**config.mk**
```make
export PLATFORM = sky130hd
export DESIGN_NAME = binary_to_decimal_ascii_unit
export DESIGN_NICKNAME = d
export VERILOG_FILES = /design/src/sv/btda_pkg.sv /design/src/sv/btda_front.sv /design/src/sv/btda_queue.sv /design/src/sv/btda_back.sv /design/src/sv/binary_to_decimal_ascii_unit.sv
export SDC_FILE = /design/constraint.sdc
export NUM_CORES = 1
export LEC_CHECK = 0
export BUFFER_PORTS_ARGS = -buffer_cell sky130_fd_sc_hd__buf_2
export CAP_MARGIN = 40
export CORE_MARGIN = 2
export CORE_UTILIZATION = 45
export CTS_BUF_LIST = sky130_fd_sc_hd__clkbuf_4
export DETAILED_ROUTE_END_ITERATION = 8
export PLACE_DENSITY = 0.68
export SYNTH_ARGS = -nofsm -noshare
export SYNTH_HDL_FRONTEND = slang
export SYNTH_SLANG_ARGS = --single-unit
```
**constraint.sdc**
```tcl
create_clock -name clk_i -period 3.7 [get_ports clk_i]
set_clock_uncertainty 0.1 [all_clocks]
set_input_delay 0.37 -clock clk_i [delete_from_list [all_inputs] [get_ports clk_i]]
set_output_delay 0.37 -clock clk_i [all_outputs]
set_load 0.01 [all_outputs]
```
**src/sv/btda_pkg.sv**
```systemverilog
// shared types and constants for the binary to decimal ascii unit
package btda_pkg;

  localparam int WORD_W             = 32;
  localparam int MAX_DIGITS_DEFAULT = 10;
  localparam int QUEUE_DEPTH        = 2;
  localparam int CHAR_W             = 8;

  localparam logic [CHAR_W-1:0] CHAR_ZERO  = 8'h30;
  localparam logic [CHAR_W-1:0] CHAR_MINUS = 8'h2D;

  // item after classification: sign flag and magnitude to convert
  typedef struct packed {
    logic              negative;
    logic [WORD_W-1:0] magnitude;
  } entry_t;

  typedef enum logic [2:0] {
    ST_IDLE,
    ST_CONV,
    ST_SKIP,
    ST_SIGN,
    ST_EMIT
  } back_state_e;

endpackage

```
**src/sv/btda_front.sv**
```systemverilog
// front end: accepts an item, resolves its sign and magnitude, pushes it into the queue
module btda_front (
  input  logic                            in_valid_i,
  output logic                            in_stall_o,
  input  logic [btda_pkg::WORD_W-1:0]     value_i,
  input  logic                            is_signed_i,
  input  logic                            queue_full_i,
  output logic                            push_o,
  output btda_pkg::entry_t                push_entry_o
);
  import btda_pkg::*;

  logic negative;

  assign negative   = is_signed_i & value_i[WORD_W-1];
  assign in_stall_o = queue_full_i;
  assign push_o     = in_valid_i & ~queue_full_i;

  // magnitude is taken modulo 2^32, so the most negative value comes out right
  always_comb begin
    push_entry_o.negative  = negative;
    push_entry_o.magnitude = negative ? (~value_i + WORD_W'(1)) : value_i;
  end

endmodule

```
**src/sv/btda_queue.sv**
```systemverilog
// short queue of classified items between front and back
module btda_queue (
  input  logic              clk_i,
  input  logic              rst_ni,
  input  logic              push_i,
  input  btda_pkg::entry_t  push_entry_i,
  input  logic              pop_i,
  output btda_pkg::entry_t  pop_entry_o,
  output logic              empty_o,
  output logic              full_o
);
  import btda_pkg::*;

  localparam int PTR_W = (QUEUE_DEPTH > 1) ? $clog2(QUEUE_DEPTH) : 1;
  localparam int CNT_W = $clog2(QUEUE_DEPTH + 1);

  entry_t             slots_q [QUEUE_DEPTH];
  logic [PTR_W-1:0]   wr_ptr_q, wr_ptr_d;
  logic [PTR_W-1:0]   rd_ptr_q, rd_ptr_d;
  logic [CNT_W-1:0]   count_q, count_d;

  assign empty_o     = (count_q == '0);
  assign full_o      = (count_q == CNT_W'(QUEUE_DEPTH));
  assign pop_entry_o = slots_q[rd_ptr_q];

  always_comb begin
    wr_ptr_d = wr_ptr_q;
    rd_ptr_d = rd_ptr_q;
    count_d  = count_q;
    if (push_i) begin
      wr_ptr_d = (wr_ptr_q == PTR_W'(QUEUE_DEPTH - 1)) ? '0 : wr_ptr_q + PTR_W'(1);
    end
    if (pop_i) begin
      rd_ptr_d = (rd_ptr_q == PTR_W'(QUEUE_DEPTH - 1)) ? '0 : rd_ptr_q + PTR_W'(1);
    end
    if (push_i && !pop_i) begin
      count_d = count_q + CNT_W'(1);
    end else if (pop_i && !push_i) begin
      count_d = count_q - CNT_W'(1);
    end
  end

  always_ff @(posedge clk_i or negedge rst_ni) begin
    if (!rst_ni) begin
      wr_ptr_q <= '0;
      rd_ptr_q <= '0;
      count_q  <= '0;
    end else begin
      wr_ptr_q <= wr_ptr_d;
      rd_ptr_q <= rd_ptr_d;
      count_q  <= count_d;
    end
  end

  always_ff @(posedge clk_i) begin
    if (push_i) begin
      slots_q[wr_ptr_q] <= push_entry_i;
    end
  end

`ifndef SYNTHESIS
  a_no_push_full: assert property (@(posedge clk_i) disable iff (!rst_ni)
    full_o |-> !push_i)
    else $error("queue written while full");
  a_no_pop_empty: assert property (@(posedge clk_i) disable iff (!rst_ni)
    empty_o |-> !pop_i)
    else $error("queue read while empty");
  a_count_range: assert property (@(posedge clk_i) disable iff (!rst_ni)
    count_q <= CNT_W'(QUEUE_DEPTH))
    else $error("queue count out of range");
`endif

endmodule

```
**src/sv/btda_back.sv**
```systemverilog
// back end: shift-and-add-3 conversion, leading zero skip and character output
module btda_back #(
  parameter int MAX_DIGITS = btda_pkg::MAX_DIGITS_DEFAULT
) (
  input  logic                          clk_i,
  input  logic                          rst_ni,
  input  logic                          queue_empty_i,
  input  btda_pkg::entry_t              pop_entry_i,
  output logic                          pop_o,
  output logic                          out_valid_o,
  input  logic                          out_stall_i,
  output logic [btda_pkg::CHAR_W-1:0]   char_code_o,
  output logic                          last_char_o
);
  import btda_pkg::*;

  localparam int BCD_W = 4 * MAX_DIGITS;
  localparam int CNT_W = $clog2(WORD_W);
  localparam int REM_W = $clog2(MAX_DIGITS + 1);

  back_state_e        state_q, state_d;
  logic [BCD_W-1:0]   bcd_q, bcd_d;
  logic [WORD_W-1:0]  bin_q, bin_d;
  logic [CNT_W-1:0]   bit_cnt_q, bit_cnt_d;
  logic [REM_W-1:0]   rem_q, rem_d;
  logic               ovf_q, ovf_d;
  logic               neg_q, neg_d;
  logic               out_valid_q, out_valid_d;
  logic [CHAR_W-1:0]  char_q, char_d;
  logic               last_q, last_d;

  logic [BCD_W-1:0]   bcd_adj;
  logic [3:0]         top_digit;
  logic               out_free;

  // add 3 to every digit of five or more before the shift
  always_comb begin
    for (int d = 0; d < MAX_DIGITS; d++) begin
      bcd_adj[4*d +: 4] = (bcd_q[4*d +: 4] >= 4'd5) ? bcd_q[4*d +: 4] + 4'd3
                                                    : bcd_q[4*d +: 4];
    end
  end

  assign top_digit = bcd_q[BCD_W-1 -: 4];
  assign out_free  = ~out_valid_q | ~out_stall_i;

  always_comb begin
    state_d     = state_q;
    bcd_d       = bcd_q;
    bin_d       = bin_q;
    bit_cnt_d   = bit_cnt_q;
    rem_d       = rem_q;
    ovf_d       = ovf_q;
    neg_d       = neg_q;
    out_valid_d = out_valid_q & out_stall_i;
    char_d      = char_q;
    last_d      = last_q;
    pop_o       = 1'b0;

    unique case (state_q)
      ST_IDLE: begin
        if (!queue_empty_i) begin
          pop_o     = 1'b1;
          bcd_d     = '0;
          bin_d     = pop_entry_i.magnitude;
          neg_d     = pop_entry_i.negative;
          ovf_d     = 1'b0;
          bit_cnt_d = '0;
          state_d   = ST_CONV;
        end
      end
      ST_CONV: begin
        // a bit leaving the top digit means the number is wider than the buffer
        bcd_d     = {bcd_adj[BCD_W-2:0], bin_q[WORD_W-1]};
        ovf_d     = ovf_q | bcd_adj[BCD_W-1];
        bin_d     = {bin_q[WORD_W-2:0], 1'b0};
        bit_cnt_d = bit_cnt_q + CNT_W'(1);
        rem_d     = REM_W'(MAX_DIGITS);
        if (bit_cnt_q == CNT_W'(WORD_W - 1)) begin
          state_d = ST_SKIP;
        end
      end
      ST_SKIP: begin
        if (!ovf_q && top_digit == 4'd0 && rem_q != REM_W'(1)) begin
          bcd_d = {bcd_q[BCD_W-5:0], 4'd0};
          rem_d = rem_q - REM_W'(1);
        end else begin
          state_d = neg_q ? ST_SIGN : ST_EMIT;
        end
      end
      ST_SIGN: begin
        if (out_free) begin
          out_valid_d = 1'b1;
          char_d      = CHAR_MINUS;
          last_d      = 1'b0;
          state_d     = ST_EMIT;
        end
      end
      ST_EMIT: begin
        if (out_free) begin
          out_valid_d = 1'b1;
          char_d      = CHAR_ZERO + {4'd0, top_digit};
          last_d      = (rem_q == REM_W'(1));
          bcd_d       = {bcd_q[BCD_W-5:0], 4'd0};
          rem_d       = rem_q - REM_W'(1);
          if (rem_q == REM_W'(1)) begin
            state_d = ST_IDLE;
          end
        end
      end
      default: begin
        state_d = ST_IDLE;
      end
    endcase
  end

  always_ff @(posedge clk_i or negedge rst_ni) begin
    if (!rst_ni) begin
      state_q     <= ST_IDLE;
      out_valid_q <= 1'b0;
    end else begin
      state_q     <= state_d;
      out_valid_q <= out_valid_d;
    end
  end

  always_ff @(posedge clk_i) begin
    bcd_q     <= bcd_d;
    bin_q     <= bin_d;
    bit_cnt_q <= bit_cnt_d;
    rem_q     <= rem_d;
    ovf_q     <= ovf_d;
    neg_q     <= neg_d;
    char_q    <= char_d;
    last_q    <= last_d;
  end

  assign out_valid_o = out_valid_q;
  assign char_code_o = char_q;
  assign last_char_o = last_q;

`ifndef SYNTHESIS
  a_char_legal: assert property (@(posedge clk_i) disable iff (!rst_ni)
    out_valid_q |-> (char_q == CHAR_MINUS) ||
                    (char_q >= CHAR_ZERO && char_q <= CHAR_ZERO + 8'd9))
    else $error("character outside digits and minus");
  a_minus_not_last: assert property (@(posedge clk_i) disable iff (!rst_ni)
    (out_valid_q && char_q == CHAR_MINUS) |-> !last_q)
    else $error("minus sign marked as last character");
  a_pop_only_idle: assert property (@(posedge clk_i) disable iff (!rst_ni)
    pop_o |-> (state_q == ST_IDLE))
    else $error("queue read while busy");
  a_emit_digits_left: assert property (@(posedge clk_i) disable iff (!rst_ni)
    (state_q == ST_EMIT || state_q == ST_SIGN || state_q == ST_SKIP) |->
      rem_q != '0)
    else $error("no digits left while emitting");
`endif

endmodule

```
**src/sv/binary_to_decimal_ascii_unit.sv**
```systemverilog
// top level of the binary to decimal ascii unit
// Converts a 32-bit word, signed or unsigned, into its decimal text, one ASCII
// character per output item, most significant first, with a leading '-' for
// negative signed values and last_char_o set on the final character. Items
// enter a two-entry queue; the back end then picks the item up, runs the
// one-bit-per-cycle shift-and-add-3 conversion, drops leading zeros at one per
// cycle, then emits one character per cycle (sign plus digits) while the output
// is not stalled. Dropped zeros and printed digits always add up to MAX_DIGITS.
// With MAX_DIGITS below the number's digit count only the low MAX_DIGITS digits
// are printed.
module binary_to_decimal_ascii_unit #(
  parameter int MAX_DIGITS = btda_pkg::MAX_DIGITS_DEFAULT
) (
  input  logic                          clk_i,
  input  logic                          rst_ni,
  input  logic                          in_valid_i,
  output logic                          in_stall_o,
  input  logic [btda_pkg::WORD_W-1:0]   value_i,
  input  logic                          is_signed_i,
  output logic                          out_valid_o,
  input  logic                          out_stall_i,
  output logic [btda_pkg::CHAR_W-1:0]   char_code_o,
  output logic                          last_char_o
);
  import btda_pkg::*;

  entry_t push_entry;
  entry_t pop_entry;
  logic   push;
  logic   pop;
  logic   queue_empty;
  logic   queue_full;

  btda_front u_front (
    .in_valid_i   (in_valid_i),
    .in_stall_o   (in_stall_o),
    .value_i      (value_i),
    .is_signed_i  (is_signed_i),
    .queue_full_i (queue_full),
    .push_o       (push),
    .push_entry_o (push_entry)
  );

  btda_queue u_queue (
    .clk_i        (clk_i),
    .rst_ni       (rst_ni),
    .push_i       (push),
    .push_entry_i (push_entry),
    .pop_i        (pop),
    .pop_entry_o  (pop_entry),
    .empty_o      (queue_empty),
    .full_o       (queue_full)
  );

  btda_back #(
    .MAX_DIGITS (MAX_DIGITS)
  ) u_back (
    .clk_i         (clk_i),
    .rst_ni        (rst_ni),
    .queue_empty_i (queue_empty),
    .pop_entry_i   (pop_entry),
    .pop_o         (pop),
    .out_valid_o   (out_valid_o),
    .out_stall_i   (out_stall_i),
    .char_code_o   (char_code_o),
    .last_char_o   (last_char_o)
  );

endmodule
```
==> reports/metrics.csv, run 1 <==
metric,value,unit
clk sinks,163,
Adder-Cell Fraction of Synth Area,4.088,%
worst min-delay path category,primary input to async pin,
filler instances,1541,
critical path startpoint category,flip-flop,
simple-gate share of the synthesized area,11.63,%
synth unique cells,55,
worst vdd ir,0.3446,mV
Final GP Congestion,0.7828,
Total Wirelength,14.85,mm
asr flop ratio synth,4.908,%
initial antenna violation count,1,
worst-margin pin slew,0.9014,ns
Worst Path Arrival,2.94,ns
synthesis-to-layout area growth,10.33,%
Cell Pwr Density,783.2,nW/um^2
Int Pwr,4.594,mW
CTS tree,built,
die area,19460,um^2
Post-Syn Area per Cell,12.31,um^2
IO Pins,48,
hold_ws,0.06024,ns
Leakage,3.495,nW
DRT antenna net count,0,
total net switching power,2.546,mW
worst reg-to-reg path cell count,7,
top post-synthesis cells by count,"155 x edfxtp_1, 72 x nand2_1, 66 x o21ai_0, 41 x mux2i_1, 38 x xnor2_1",
1st-iter DRT viols,279,
largest net degree at the start of global routing,43,
DRC violations left,0,
Critical path origin,u_back.bcd_q[36],
outcome,"complete, no violations",
Critical R2R Capture,u_back.bcd_q[20],
CTS buffer count,17,
minimum clock period,2.769,ns
Post-Syn Instances,671,
Compound-Gate Fraction of Synth Area,11.11,%
Critical Path RT,3.87,ns
Yosys top cell area share,56.33,%
core area,17960,um^2
first-pass GRT wire length,25.03,mm
Max Clk Rate,361.1,MHz
via count,5195,
initial core utilization,46.00,%
GRT Overall Usage,15.90,%
Max transition margin,39.84,%
DRT Pass-1 Iters,5,
largest family of logic cells by synthesized area,simple AND/OR/NAND/NOR gates,
H-Tree Depth,4,
placed cell count,923,
largest area contributor in the netlist,edfxtp_1,
Clock Tree Buf Depth,2,
post-cts resize count,0,
clk slew on worst S/H paths,0.14,ns
crit path capture type,flip-flop,
"setup slack, reg-to-reg",0.93,ns
Mapped Area,8263,um^2
sequential share of power,48.7,%
max-cap check violation count,0,
Sum Neg Setup Slack,0,ns
critical path type,flip-flop to flip-flop,
Worst R2R Start,u_back.bcd_q[36],
sw frac,35.66,%
CTS hold repair buffers,6,
Post-DP HPWL,9.910,mm
Final Cycle Share,74.85,%
Die Span X,139.5,um
post-CTS setup buffers,0,
clock power share,16.1,%
Layout Nets,783,
Routed wire per std cell,15.43,um
maximum fanout along the worst path,24,
most numerous cell in the Yosys netlist,edfxtp_1,
fin cells,962,
Seq cells post-synth,163,
die height,139.5,um
Final Slew Violations,0,
Setup Viol. Count Final,0,
root buf cell,clkbuf_4,
Logic pwr share,35.2,%
YS warnings,0,
mux share of post-synthesis cell area,5.376,%
final critical-path setup slack,0.9306,ns
register area share after synthesis,58.75,%
fraction of layout cells with a size suffix above 1,15.57,%
Util after Layout,50.75,%
"EDFF count, synth",155,
top_reg_cell synth,edfxtp_1,
ranking of synthesized cells by area,"edfxtp_1 56%, mux2i_1 5.0%, ha_1 4.1%",
num rows,49,
DP Worst Slack,0.9452,ns
later-pin clock latency in the skew report,0.56,ns
vias in the first global route,5309,
Via density,5.400,
number of buffers added on ports,44,
xor and xnor area share after synthesis,5.618,%
"Hold Vio Cnt, Final",0,
RSZ-0062 raised after global routing,no,
total grt overflow,0,
==> cell usage in the layout (no fill, tap or decap), drive strengths merged, types with 3 or more instances in the layout <==
master	n
xnor2	38
buf	54
nor4	3
dlygate4sd3	6
o31ai	13
o41ai	7
a21oi	28
o21ai	66
edfxtp	155
nor3	11
ha	27
or3	3
a211oi	3
and2	8
a22o	9
nor2b	5
nor2	25
nand2	74
conb	3
or4	3
and3	4
bufinv	3
xor2	15
a31oi	4
clkinv	3
clkbuf	17
nand3	4
dfrtp	8
mux2i	41
nor3b	9
nand2b	17
o32ai	4
nand4	5
inv	39
a41oi	3
==> layout make-up <==
| class | count | area [um^2] | area share (%) |
|---|---|---|---|
| multi-input cells | 445 | 3152 | 34.57 |
| repair buffers | 60 | 380.4 | 4.172 |
| well taps | 229 | 286.5 | 3.143 |
| diodes | 1 | 2.502 | 0.02745 |
| inverters | 32 | 120.1 | 1.318 |
| clock buffers | 17 | 127.6 | 1.400 |
| flip-flops and latches | 163 | 4856 | 53.27 |
| clock inverters | 15 | 191.4 | 2.100 |
==> per-layer routing <==
| layer | up-vias | GRT usage, % | part of all wire, % |
|---|---|---|---|
| met5 | - | 0 | 0 |
| met4 | 0 | 5.582 | 1.1 |
| met3 | 12 | 3.820 | 4.1 |
| met2 | 119 | 26.70 | 49 |
| met1 | 2519 | 20.21 | 45 |
| li1 | 2545 | - | - |
==> logic make-up after synthesis <==
family,count (synthesis)
AO/OA/AOI/OAI,144
XOR/XNOR,53
adder cells (fa/ha/maj),27
buffers and inverters,64
flip-flops,163
multiplexers,43
other,2
AND/OR/NAND/NOR,175
==> how the worst max path moves through the flow <==
stage,end,cells past startpoint
after global routing,u_back.bcd_q[20],7
after global placement,u_back.bcd_q[25],7
after CTS,u_back.bcd_q[20],7
after floorplan,u_back.bcd_q[0],5
after detailed placement,u_back.bcd_q[25],7
final,u_back.bcd_q[20],7
==> through the flow <==
stage	area, um^2	total power, mW
global placement	8715	5.844
floorplan	8267	5.335
global route	9116	7.691
detailed placement	8735	6.055
CTS	9114	7.213
finish	9116	7.140
==> sequential cells by signal (all words and copies together), names as in the netlist <==
signal / cells
u_queue.rd_ptr_q: 1
u_back.last_char_o: 1
u_back.neg_q: 1
u_back.rem_q: 4
u_queue.count_q: 2
u_back.bit_cnt_q: 5
u_back.bcd_q: 40
u_back.ovf_q: 1
u_back.out_valid_o: 1
u_queue.wr_ptr_q: 1
u_back.char_code_o: 5
u_back.state_q: 3
u_back.bin_q: 32
u_queue.slots_q: 66
==> worst max-delay path, stage by stage, from the launching register on <==
cell,delay [ns]
edfxtp_1,0.45
inv_1,0.16
ha_1,0.16
or4b_1,0.47
o32ai_1,0.28
buf_4,0.19
nand2b_2,0.41
buf_12,0.25
==> power groups by stage <==
stage / sequential, mW / combinational (mW) / clock, mW
finish: 3.47 / 2.52 / 1.15
global placement: 3.54 / 2.30 / 0
detailed placement: 3.51 / 2.54 / 0
global route: 3.56 / 2.87 / 1.26
floorplan: 3.38 / 1.96 / 0
CTS: 3.47 / 2.55 / 1.18
No activity file was read; power rests on OpenSTA's default activity.
==> run 2: changes to the inputs <==
--- a/config.mk
+++ b/config.mk
@@ -5,6 +5,7 @@
 export SDC_FILE = /design/constraint.sdc
 export NUM_CORES = 1
 export LEC_CHECK = 0
+export ABC_AREA = 1
 export BUFFER_PORTS_ARGS = -buffer_cell sky130_fd_sc_hd__buf_2
 export CAP_MARGIN = 40
 export CORE_MARGIN = 2
==> constraint.sdc (replaced) <==
create_clock -name clk_i -period 2.8 [get_ports clk_i]
set_clock_uncertainty 0.1 [all_clocks]
set_input_delay 0.28 -clock clk_i [delete_from_list [all_inputs] [get_ports clk_i]]
set_output_delay 0.28 -clock clk_i [all_outputs]
set_load 0.01 [all_outputs]
==> run 2 against run 1 <==
Sequential power is 34% higher; synthesized cell count is 30% higher; combinational power rose by 52%; sequential share of layout area is 1.8 points lower; hold slack improved by 0.0062 ns; flip-flop and latch count unchanged; worst setup slack lost 0.25 ns; clock power rose by 20%; via count increased by 17%; die area grew 1.5%; non-clock buffer count up 23; clock-buffer cell count unchanged; critical endpoint is now u_back.bin_q[7]; largest power group unchanged; highest routed layer unchanged.
==> reports/metrics.csv, run 2 <==
metric,value,unit
Max Clk Rate,471.5,MHz
Sum Neg Setup Slack,0,ns
clk sinks,163,
via count,6062,
largest net degree at the start of global routing,79,
ranking of synthesized cells by area,"edfxtp_1 55%, nand2_1 8.9%, nor2_1 5.9%",
root buf cell,clkbuf_4,
Seq cells post-synth,163,
most numerous cell in the Yosys netlist,nand2_1,
num rows,49,
"commonest non-fill, non-tap cell in the layout",nand2_1,
Largest register FFs,66,
die area,19750,um^2
later-pin clock latency in the skew report,0.58,ns
Post-Syn Instances,875,
YS warnings,0,
total grt overflow,0,
Yosys top cell area share,55.47,%
largest area contributor in the netlist,edfxtp_1,
Layout Nets,1013,
synthesis-to-layout area growth,12.50,%
DRC violations left,0,
CTS tree,built,
Post-Syn Area per Cell,9.589,um^2
Reg with most FFs,u_queue.slots_q,
"EDFF count, synth",155,
"Hold Vio Cnt, Final",0,
Final Cycle Share,75.75,%
Die Span X,140.6,um
vias in the first global route,5687,
RSZ-0062 raised after global routing,no,
maximum fanout along the worst path,38,
Critical Path RT,2.92,ns
H-Tree Depth,4,
max-cap check violation count,0,
Via density,5.086,
worst min-delay path category,primary input to flip-flop,
Total Wirelength,15.95,mm
outcome,"complete, no violations",
Max transition margin,65.15,%
critical path type,flip-flop to flip-flop,
crit path capture type,flip-flop,
top post-synthesis cells by count,"200 x nand2_1, 155 x edfxtp_1, 133 x nor2_1, 83 x inv_1, 71 x o21ai_0",
initial antenna violation count,1,
Worst Path Arrival,2.24,ns
synth unique cells,34,
Clock Tree Buf Depth,2,
Leakage,3.793,nW
GRT Overall Usage,16.75,%
worst vdd ir,0.5978,mV
first-pass GRT wire length,26.53,mm
Post-DP HPWL,10.28,mm
post-cts resize count,0,
clk slew on worst S/H paths,0.15,ns
asr flop ratio synth,4.908,%
most frequent cells in the layout,"200 x nand2_1, 155 x edfxtp_1, 130 x nor2_1, 83 x inv_1, 71 x o21ai_0",
Mapped Area,8391,um^2
placed cell count,1129,
DRT Pass-1 Iters,5,
minimum clock period,2.121,ns
CTS buffer count,17,
number of buffers added on ports,44,
DRT antenna net count,0,
Routed wire per std cell,13.38,um
fin cells,1192,
1st-iter DRT viols,423,
Final Slew Violations,0,
post-CTS setup buffers,0,
top_reg_cell synth,edfxtp_1,
die height,140.6,um
IO Pins,48,
core area,18150,um^2
Setup Viol. Count Final,0,
Final GP Congestion,0.8931,
biggest regs,"u_queue.slots_q: 66 flops, u_back.bcd_q: 40 flops, u_back.bin_q: 32 flops",
critical path startpoint category,flip-flop,
Cell Pwr Density,1044,nW/um^2
fraction of layout cells with a size suffix above 1,12.06,%
worst-margin pin slew,0.5208,ns
register area share after synthesis,57.86,%
initial core utilization,46.24,%
## run 2: changes by cell type in the layout (fill, tap and decap cells not counted), moves of 8 or more
cell,delta
o31ai_1,-11
nor2_1,+107
dlygate4sd3_1,+24
nor2_2,+8
nand2b_1,-16
mux2i_1,-41
and2_1,-8
xnor2_1,-26
a22o_1,-9
nand3_1,+12
nand2_1,+128
inv_1,+51
a31oi_1,+27
## run 2: cell type report
type,count,area [um^2]
Clock inverter,15,162.7
Multi-Input combinational cell,594,3054
Tap cell,229,286.5
Clock buffer,17,127.6
Timing Repair Buffer,83,613.1
Sequential cell,163,4855
Fill cell,1604,8708
Inverter,90,337.8
Antenna cell,1,2.502
## run 2: worst max-delay path, cell delays in order (launching register included)
cell and delay [ns]:
dfrtp_1 0.46, nor2_1 0.24, nand2_1 0.09, a21oi_1 0.25, inv_1 0.10, nand2_1 0.07
buf_4 0.45
## run 2: metrics by stage
step | hold WS [ns] | setup slack, ns | power [mW] | util [%] | instance area (um^2)
floorplan | -0.1156 | 0.2018 | 7.485 | - | 8397
global placement | 0.03095 | 0.7100 | 8.422 | 48.75 | 8846
detailed placement | 0.03054 | 0.6813 | 8.533 | 48.75 | 8846
CTS | 0.02176 | 0.6721 | 9.942 | 52.00 | 9437
global route | 0.01056 | 0.4710 | 10.68 | 52.01 | 9439
finish | 0.06642 | 0.6791 | 9.850 | 52.01 | 9439
## run 2: cells by family after synthesis
logic type / Yosys count / share of synthesized area (%)
compound gates: 155 / 10.30
xor+xnor: 31 / 3.236
fa+ha+maj: 27 / 4.026
buf+inv: 119 / 6.024
flops: 163 / 57.86
other cells: 2 / 0.08951
simple gates: 378 / 18.46
## run 2: worst paths after layout
check | start | to | slack [ns] | depth (start not counted)
min | value_i[31] | u_queue.slots_q[1][31] | 0.07 | 3
max in group asynchronous | rst_ni | u_queue.rd_ptr_q | 1.75 | 3
max reg2reg | u_back.state_q[0] | u_back.bin_q[7] | 0.68 | 6
max | u_back.state_q[0] | u_back.bin_q[7] | 0.68 | 6
min reg2reg | u_queue.count_q[0] | u_queue.count_q[0] | 0.43 | 1
min in group asynchronous | rst_ni | u_back.state_q[2] | 0.59 | 3
## run 2: routing by layer
metal,share of wire (%),up-vias,track usage (%),wire length [um]
li1,-,3105,-,-
met1,47,2816,22.60,7568
met2,47,118,26.65,7488
met3,4.0,23,4.444,641
met4,1.6,0,5.263,250
met5,0,-,0,0
## run 2: report_power, final
part	switching [mW]	total, mW	internal, mW
Clock	0.968	1.38	0.413
Combinational	2.59	3.83	1.24
Sequential	0.453	4.64	4.19
## run 2: repair_timing
item	in CTS	in global routing
hold endpoints to repair	63	0
setup endpoints to repair	0	0
hold buffers	30	0
==> run 3: changes to the inputs <==
--- a/config.mk
+++ b/config.mk
@@ -5,14 +5,14 @@
 export SDC_FILE = /design/constraint.sdc
 export NUM_CORES = 1
 export LEC_CHECK = 0
-export ABC_AREA = 1
+export ABC_AREA = 0
 export BUFFER_PORTS_ARGS = -buffer_cell sky130_fd_sc_hd__buf_2
 export CAP_MARGIN = 40
 export CORE_MARGIN = 2
 export CORE_UTILIZATION = 45
 export CTS_BUF_LIST = sky130_fd_sc_hd__clkbuf_4
 export DETAILED_ROUTE_END_ITERATION = 8
-export PLACE_DENSITY = 0.68
+export PLACE_DENSITY = 0.7
 export SYNTH_ARGS = -nofsm -noshare
 export SYNTH_HDL_FRONTEND = slang
 export SYNTH_SLANG_ARGS = --single-unit
==> constraint.sdc (replaced) <==
create_clock -name clk_i -period 1.9 [get_ports clk_i]
set_clock_uncertainty 0.1 [all_clocks]
set_input_delay 0.19 -clock clk_i [delete_from_list [all_inputs] [get_ports clk_i]]
set_output_delay 0.19 -clock clk_i [all_outputs]
set_load 0.01 [all_outputs]
==> run 3 against run 2 <==
Sequential share of layout area is 2.3 points lower; register-to-register slack lost 0.91 ns; non-clock buffer count grew 41; first-iteration DRC count shrank 0.47%; clock-buffer cell count grew 1; die area shrank 1.5%; the flow now finishes with violations (setup timing); largest power group unchanged; worst setup slack got worse by 0.91 ns; wire length down 1.5%; fmax decreased by 0.57%; sequential power rose by 45%; clock power rose by 38%.
==> reports/metrics.csv, run 3 (synthesis results as in run 1) <==
metric,value,unit
outcome,"complete, but fails checks",
failing checks,setup timing,
sequential share of power,46.4,%
maximum fanout along the worst path,19,
hold_ws,0.05685,ns
hold path start,value_i[1],
Final Cycle Share,112.3,%
Routed wire per std cell,15.32,um
max-cap check violation count,0,
clk slew on worst S/H paths,0.15,ns
fraction of layout cells with a size suffix above 1,21.89,%
GRT Overall Usage,16.51,%
Worst Path Arrival,2.33,ns
most frequent cells in the layout,"155 x edfxtp_1, 71 x nand2_1, 64 x o21ai_0, 44 x buf_2, 41 x mux2i_1",
worst min-delay path category,primary input to flip-flop,
DP Worst Slack,-0.2329,ns
worst reg-to-reg path cell count,6,
multi-input logic area,3318,um^2
later-pin clock latency in the skew report,0.57,ns
synthesis-to-layout area growth,19.55,%
Critical R2R Capture,u_back.bcd_q[13],
final critical-path setup slack,-0.2331,ns
Layout Nets,847,
root buf cell,clkbuf_4,
largest net degree at the start of global routing,64,
sw frac,36.64,%
RSZ-0062 raised after global routing,yes,
crit path capture type,flip-flop,
Leakage,3.852,nW
Max Clk Rate,468.8,MHz
Logic pwr share,40.4,%
worst vdd ir,0.7668,mV
minimum clock period,2.133,ns
Util after Layout,54.99,%
die height,139.5,um
DRT antenna net count,0,
Worst R2R Start,u_back.bcd_q[36],
1st-iter DRT viols,421,
clock power share,13.1,%
DRC violations left,0,
initial antenna violation count,1,
Setup Viol. Count Final,47,
total grt overflow,0,
Crit path max-delay family,simple AND/OR/NAND/NOR gates,
clk sinks,163,
"setup slack, reg-to-reg",-0.23,ns
CTS tree,built,
"commonest non-fill, non-tap cell in the layout",edfxtp_1,
Cell Pwr Density,1466,nW/um^2
initial core utilization,46.00,%
Critical Path RT,2.09,ns
die area,19460,um^2
num rows,49,
hold-critical path depth,3,
IO Pins,48,
Final Slew Violations,0,
Int Pwr,9.173,mW
total net switching power,5.304,mW
CTS buffer count,17,
first-pass GRT wire length,26.01,mm
"Largest stage delay, worst path",0.48,ns
filler instances,1449,
worst hold endpoint,u_queue.slots_q[1][3],
"Hold Vio Cnt, Final",0,
Clock Tree Buf Depth,2,
Via density,5.327,
number of buffers added on ports,44,
DRT Pass-1 Iters,5,
sum of buffers and inverters on the critical path,2,
via count,5460,
Die Span X,139.5,um
critical path startpoint category,flip-flop,
Total Wirelength,15.71,mm
CP Cell Sequence,inv_2 > ha_4 > or4b_4 > o32ai_4 > nand2b_4 > buf_12,
CP max-delay cell,or4b_4,
core area,17960,um^2
vias in the first global route,5642,
FF/Latch Area,4856,um^2
biggest regs,"u_queue.slots_q: 66 flops, u_back.bcd_q: 40 flops, u_back.bin_q: 32 flops",
Final GP Congestion,0.8632,
Largest register FFs,66,
Reg with most FFs,u_queue.slots_q,
Post-DP HPWL,10.43,mm
H-Tree Depth,4,
critical path type,flip-flop to flip-flop,
-- run 3: changes by cell type in the layout (fill, tap and decap cells not counted), moves of 11 or more --
| cell | before | now |
|---|---|---|
| inv_1 | 83 | 30 |
| o31ai_1 | 1 | 12 |
| nor2_1 | 130 | 22 |
| mux2i_1 | 0 | 41 |
| a31oi_1 | 31 | 4 |
| nand3_1 | 16 | 4 |
| buf_4 | 7 | 32 |
| xnor2_1 | 12 | 37 |
| nand2_1 | 200 | 71 |
| nand2b_1 | 0 | 15 |
-- run 3: worst max path at each step --
stage                  endpoint  slack, ns  cells after the start             start
2_1_floorplan   u_back.bcd_q[0]      -0.39                      5  u_back.bcd_q[36]
3_3_place_gp    u_back.bcd_q[8]      -0.18                      6  u_back.bcd_q[36]
3_5_place_dp    u_back.bcd_q[9]      -0.23                      6  u_back.bcd_q[37]
4_1_cts        u_back.bcd_q[11]      -0.23                      6  u_back.bcd_q[36]
5_1_grt         u_back.bcd_q[4]      -0.29                      6  u_back.bcd_q[36]
6_report       u_back.bcd_q[13]      -0.23                      6  u_back.bcd_q[36]
-- run 3: stage by stage --
step	cells	instance area (um^2)	TNS (ns)	total power, mW
2_1_floorplan	672	8314	-25.02	10.44
3_3_place_gp	951	9080	-6.853	11.90
3_5_place_dp	951	9080	-10.13	12.26
4_1_cts	1021	9747	-8.739	14.34
6_report	1025	9878	-9.086	14.48
5_1_grt	1025	9878	-11.58	15.50
-- run 3: worst reg2reg max path: cells and delay by family, from the launching register on --
kind                       cells  cell delay [ns]
AOI/OAI and AO/OA              1             0.23
DFF                            1             0.43
adders and majority gates      1             0.13
buffers and inverters          2             0.28
and+or+nand+nor                2             0.70
-- run 3: layer usage --
| layer | vias to the layer above | GRT usage, % | wire length (um) |
|---|---|---|---|
| met4 | 0 | 7.602 | 322 |
| li1 | 2682 | - | - |
| met3 | 28 | 3.372 | 625 |
| met2 | 147 | 28.04 | 7826 |
| met1 | 2603 | 20.35 | 6932 |
| met5 | - | 0 | 0 |
-- run 3: power by group through the flow --
stage / clock [mW] / combinational [mW] / sequential [mW]
after floorplan: 0 / 3.88 / 6.56
after global placement: 0 / 5.22 / 6.68
after detailed placement: 0 / 5.50 / 6.77
after CTS: 1.97 / 5.68 / 6.69
after global routing: 2.10 / 6.52 / 6.87
final: 1.90 / 5.85 / 6.72
-- run 3: repair_timing --
action | CTS | global route
endpoints found under the hold margin | 78 | 0
setup buffers | 3 | 5
hold buffers | 36 | 0
pin swaps | 0 | 3
resized for setup | 8 | 25
setup endpoints to repair | 49 | 72
-- run 3: final cells by class --
cell class                      count  share of cell area, %
Tap cell                          229                  2.901
Sequential cell                   163                  49.16
Clock buffer                       18                  1.368
Antenna cell                        1                0.02533
Timing Repair Buffer              124                  10.56
Multi-Input combinational cell    445                  33.59
Inverter                           32                  1.216
Clock inverter                     13                  1.178
